**src/rtl/tch_pkg.sv**
```systemverilog
// ---------------------------------------------------------------------------
// tch_pkg
// types, constants and helpers for the tilt-compensated heading core
// ---------------------------------------------------------------------------
package tch_pkg;

    localparam int CordicStagesDefault = 16;
    localparam int SampleBitsDefault   = 16;
    localparam int AtanEntries         = 24;
    localparam int DataW               = 34;
    localparam int MulW                = 31;
    localparam logic [MulW-1:0] KinvQ30 = MulW'(652032874);
    localparam logic [31:0] HalfTurn    = 32'h8000_0000;

    typedef struct packed {
        logic signed [15:0] accel_x;
        logic signed [15:0] accel_y;
        logic signed [15:0] accel_z;
        logic signed [15:0] mag_x;
        logic signed [15:0] mag_y;
        logic signed [15:0] mag_z;
    } in_word_t;

    typedef struct packed {
        logic signed [15:0] roll_angle;
        logic signed [15:0] pitch_angle;
        logic signed [15:0] heading_angle;
        logic               accel_zero;
    } out_word_t;

    typedef logic signed [DataW-1:0] data_t;

    // arctangent of 2^-i as a 32-bit binary angle
    function automatic logic [31:0] atan_lut(input int i);
        logic [31:0] r;
        case (i)
            0:  r = 32'd536870912;
            1:  r = 32'd316933406;
            2:  r = 32'd167458907;
            3:  r = 32'd85004756;
            4:  r = 32'd42667331;
            5:  r = 32'd21354465;
            6:  r = 32'd10679838;
            7:  r = 32'd5340245;
            8:  r = 32'd2670163;
            9:  r = 32'd1335087;
            10: r = 32'd667544;
            11: r = 32'd333772;
            12: r = 32'd166886;
            13: r = 32'd83443;
            14: r = 32'd41722;
            15: r = 32'd20861;
            16: r = 32'd10430;
            17: r = 32'd5215;
            18: r = 32'd2608;
            19: r = 32'd1304;
            20: r = 32'd652;
            21: r = 32'd326;
            22: r = 32'd163;
            23: r = 32'd81;
            default: r = 32'd0;
        endcase
        return r;
    endfunction

    function automatic data_t abs_d(input data_t v);
        return v[DataW-1] ? -v : v;
    endfunction

    // left shift count that brings the larger magnitude into [2^28, 2^29)
    function automatic logic [4:0] norm_cnt(input data_t m);
        logic [4:0] k;
        k = 5'd0;
        for (int b = 28; b >= 0; b--)
        begin
            if (m[b] && k == 5'd0 && m < (data_t'(1) <<< 28))
                k = 5'(28 - b);
        end
        if (m == '0)
            k = 5'd0;
        return k;
    endfunction

    // rounded binary angle to 16 bits
    function automatic logic [15:0] out16(input logic [31:0] a);
        logic [31:0] t;
        t = a + 32'h0000_8000;
        return t[31:16];
    endfunction

endpackage

```
**src/rtl/tch_mulk.sv**
```systemverilog
// ---------------------------------------------------------------------------
// tch_mulk
// registered gain removal: (v * 1/K + 2^29) >> 30, two stages
// ---------------------------------------------------------------------------
module tch_mulk
(
    input  logic                 clk,
    input  logic                 en,
    input  tch_pkg::data_t       v,
    output tch_pkg::data_t       q
);
    import tch_pkg::*;

    localparam int ProdW = DataW + MulW + 1;

    logic signed [ProdW-1:0] prod_reg;
    logic signed [ProdW-1:0] prod_next;
    data_t                   q_reg;
    logic signed [ProdW-1:0] rnd;

    // product with the rounding constant folded in
    assign prod_next = ProdW'(v) * $signed({1'b0, KinvQ30}) + (ProdW'(1) <<< 29);
    assign rnd       = prod_reg >>> 30;

    always_ff @(posedge clk)
    begin
        if (en)
        begin
            prod_reg <= prod_next;
            q_reg    <= DataW'(rnd);
        end
    end

    assign q = q_reg;
endmodule

```
**config.mk**
```make
export PLATFORM = sky130hd
export DESIGN_NAME = tch_mulk
export DESIGN_NICKNAME = d
export VERILOG_FILES = /design/src/rtl/tch_pkg.sv /design/src/rtl/tch_mulk.sv
export SDC_FILE = /design/constraint.sdc
export NUM_CORES = 1
export LEC_CHECK = 0
export BUFFER_PORTS_ARGS = -buffer_cell sky130_fd_sc_hd__buf_2
export CORE_MARGIN = 2
export CORE_UTILIZATION = 50
export DETAILED_ROUTE_END_ITERATION = 12
export PLACE_DENSITY = 0.66
export SETUP_SLACK_MARGIN = 0.05
export SYNTH_ARGS = -nofsm -noshare
export SYNTH_HDL_FRONTEND = slang
export SYNTH_SLANG_ARGS = --single-unit
```
**constraint.sdc**
```tcl
create_clock -name clk -period 11.8 [get_ports clk]
set_clock_uncertainty 0.2 [all_clocks]
set_input_delay 2.36 -clock clk [delete_from_list [all_inputs] [get_ports clk]]
set_output_delay 2.36 -clock clk [all_outputs]
set_load 0.005 [all_outputs]
```
# After elaboration in Yosys (flattened, before gate mapping)
# Cells that the tools add are included.
dict set report totals {
  rom_bits 0
  elab_cells 4
  mem_bits_rw 0
  latch_bits 0
  output_inout_bits 34
  memories 0
  register_bits 98
  in_bits 36
}
dict set report classes {
  bitwise_logic 0
  n_mux 0
  multipliers 1
  n_reduce_logical 0
  div 0
  n_eq_ne 0
  shift 0
  n_addsub 1
  order_cmp 0
}
# op count
set ops {}
lappend ops {{$add A64 B31 Y64 const B} 1}
lappend ops {{$mul A34 B30 Y63 const B} 1}

# Depth between registers and ports, before layout
dict set report logic_depth {
  word_depth 2
  depth_mapped 33
  ltp_nobuf 32
}

# Worst setup path before layout
# No wires, ideal clock.
dict set report synth_path {
  kind {input -> register}
  from {input v[33]}
  to {register prod_reg[63] (data pin)}
  path_slack_ps 1713
  t_arrival_ps 9627
  required_ps 11340
  setup_ps 260
  n_path_buf 2
  cell_stages 22
  cell_sequence {clkbuf_1 inv_1 o21ai_0 fa_1 fa_1 fa_1 fa_1 inv_1 fa_1 inv_1 ha_1 buf_4 nand2_1 or4_1 or4_4 a21oi_2 nor3_1 or4_4 nor4_4 mux2i_1 nand2_1 xnor2_1}
}
dict set report synth_via {
  elab_chain_len 2
}
# element line
set synth_lines {}
lappend synth_lines {{start, declared} tch_mulk.sv:9} ;# input tch_pkg::data_t v,
lappend synth_lines {{$mul A34 B30 Y63} tch_mulk.sv:22} ;# assign prod_next = ProdW'(v) * $signed({1'b0, KinvQ30}) + (ProdW'(1) <<< 29);
lappend synth_lines {{$add A64 B31 Y64} tch_mulk.sv:22}
lappend synth_lines {{net prod_next[63]} tch_mulk.sv:17} ;# logic signed [ProdW-1:0] prod_next;
lappend synth_lines {{end signal, assigned} tch_mulk.sv:29} ;# prod_reg <= prod_next;
lappend synth_lines {{end, declared} tch_mulk.sv:16} ;# logic signed [ProdW-1:0] prod_reg;
# The timed path passes the listed nets, and every way through them passes these cells.
# A chain may end at the register's enable or synchronous reset.

# Worst setup path in the final report
dict set report layout_path {
  from {input v[12]}
  to {register prod_reg[63] (data pin)}
}
# Same word-level chain as after synthesis.

==> qor.csv <==
metric,value,unit
outcome,"complete, but fails checks",
failed_checks,DRC,
fmax,0.08888,GHz
hold_class,register to register,
via_per_inst,5.554,
die_area,0.04918,mm^2
cts_buffers,9,
yosysUniqueCellTypes,89,
r2r-end,q[32],
cp_slowest_cell,o311ai_1,
hold-worst-slack,0.2171,ns
arrival,11.12,ns
path_delay_family,adder cells,
startpoint,v[12],
finalHoldViolations,0,
antenna_left,0,
route.vias.total,17213,
synth_seq_area_share,8.612,%
crit_required,11.67,ns
layout_common_cells,"inv_1 (719), fa_1 (450), ha_1 (374), a21oi_1 (103), nand2_1 (91)",
stdcell_count,3099,
finalNetCount,3347,
port_buffers,69,
rsz0062_at_grt,false,
cts_tree,done,
fp-row-count,79,
cts_setup_buffers,0,
maxCapViolCount,0,
crit_fanout,10,
crit_buf_inv,4,
drtIter0Drc,1547,
synth_fp_nets,3290,
htreeDepth,3,
crit_type,primary input to register,
overflow,0,
synthToLayoutAreaGrowth,5.372,%
yosysTopAreaCell,fa_1,
period_share,95.35,%
worstSetupStartpointType,primary input,
io_pins,70,
setup_viol,0,
synthTopCellsByArea,"fa_1 (38%), ha_1 (20%), inv_1 (11%)",
cts_resized,0,
synth_edf_count,68,
cts_sinks,68,
grt_antenna_before_repair,0,
r2r_start,prod_reg[62],
critPathMostFrequentCell,fa_1,
synthArstFlopShare,0,%
grt_pass1_wl,112.7,mm
drc_errors,3,
layout-drive-gt1-share,5.377,%
clock_path_buffers,2,
die_height,221.8,um
die_w,221.8,um
core,0.04665,mm^2
final_common_cell,inv_1,
cts_hold_buf,0,
synth_seq_cells,68,
seq_area,0.002042,mm^2
multi_input_area,0.01878,mm^2
r2r_slack,10.89,ns
start_util,50.82,%
first_global_vias,18387,
tightestPinTransition,1.079,ns
fin_crit,11.25,ns
hold_start,prod_reg[35],
grt_max_degree,69,
synth_top_cell_area_share,37.99,%
avgSynthCellArea,9.758,um^2
hold_depth,0,
min_to,q[5],
final_core_util,53.55,%
slowest_delay,0.90,ns
gp_congestion,1.022,
netlist_area,0.02371,mm^2
cts-root-buf,clkbuf_16,
n_fill_cell,4325,
wl_per_cell,23.65,um
synth-main-ff-cell,edfxtp_1,
crit_path_end_kind,register,
synthCells,2430,
max_slew_margin,26.90,%
wirelength,73.30,mm
yosysWarnings,0,
grtUsageTotal,30.79,%
dp_hpwl,66.38,mm
clk_latency,0.33,ns
first_pass_iters,10,
clk_pin_slew_worst_paths,0.06,ns
timing.setup.tns,0,ns
slew_violations,0,
antenna_cells,0,
dp.cells,3083,
reg2reg_depth,0,
## layer usage
metal | share of wire, % | global-route usage (%) | vias up
li1 | - | - | 7732
met1 | 45 | 44.84 | 8735
met2 | 46 | 49.51 | 649
met3 | 6.4 | 3.697 | 97
met4 | 2.6 | 6.779 | 0
met5 | 0 | 0 | -
## synthesized netlist by cell type, drive strengths merged, types with 7 or more instances
master,number
nand2,91
inv,720
nand4,35
xor2,89
nor3,25
xnor2,61
a22oi,10
or2,8
clkbuf,12
o211ai,11
and4,9
and3,9
edfxtp,68
nor2,74
fa,450
a211oi,8
nand3,19
a21o,43
nor2b,13
a21oi,106
ha,374
nor4,12
o21a,7
buf,20
o21ai,60
## worst max path at each step
stage	to	slack (ns)	depth (start not counted)
finish	prod_reg[63]	0.55	27
detailed placement	prod_reg[63]	0.38	27
floorplan	prod_reg[63]	1.71	22
global placement	prod_reg[63]	0.33	27
global route	prod_reg[63]	0.28	31
CTS	prod_reg[63]	0.72	27
## area by class of cell
class,instances,share of cell area [%]
Multi-Input combinational cell,1610,75.15
Inverter,720,10.82
Sequential cell,68,8.173
Tap cell,607,3.040
Timing Repair Buffer,78,1.653
Clock buffer,10,0.9164
Clock inverter,6,0.2554
## cells by family (layout without fill, tap and decap cells)
kind of cell | Yosys count | in the layout | share of synthesized area (%)
simple gates | 331 | 331 | 7.356
xor+xnor | 150 | 150 | 5.604
mux | 7 | 7 | 0.3061
fa+ha+maj | 824 | 824 | 57.73
buf+inv | 752 | 814 | 12.21
compound gates | 298 | 298 | 8.190
flops | 68 | 68 | 8.612
## per-stage QoR
stage | instance area [um^2] | worst slack, ns
after floorplan | 23710 | 1.713
after global placement | 24690 | 0.3258
after detailed placement | 24690 | 0.3811
after CTS | 24990 | 0.7181
after global routing | 24990 | 0.2759
final | 24990 | 0.5491
Power is not shown: default switching activity piles up to over one toggle a cycle in this logic, so the estimate is an artifact.
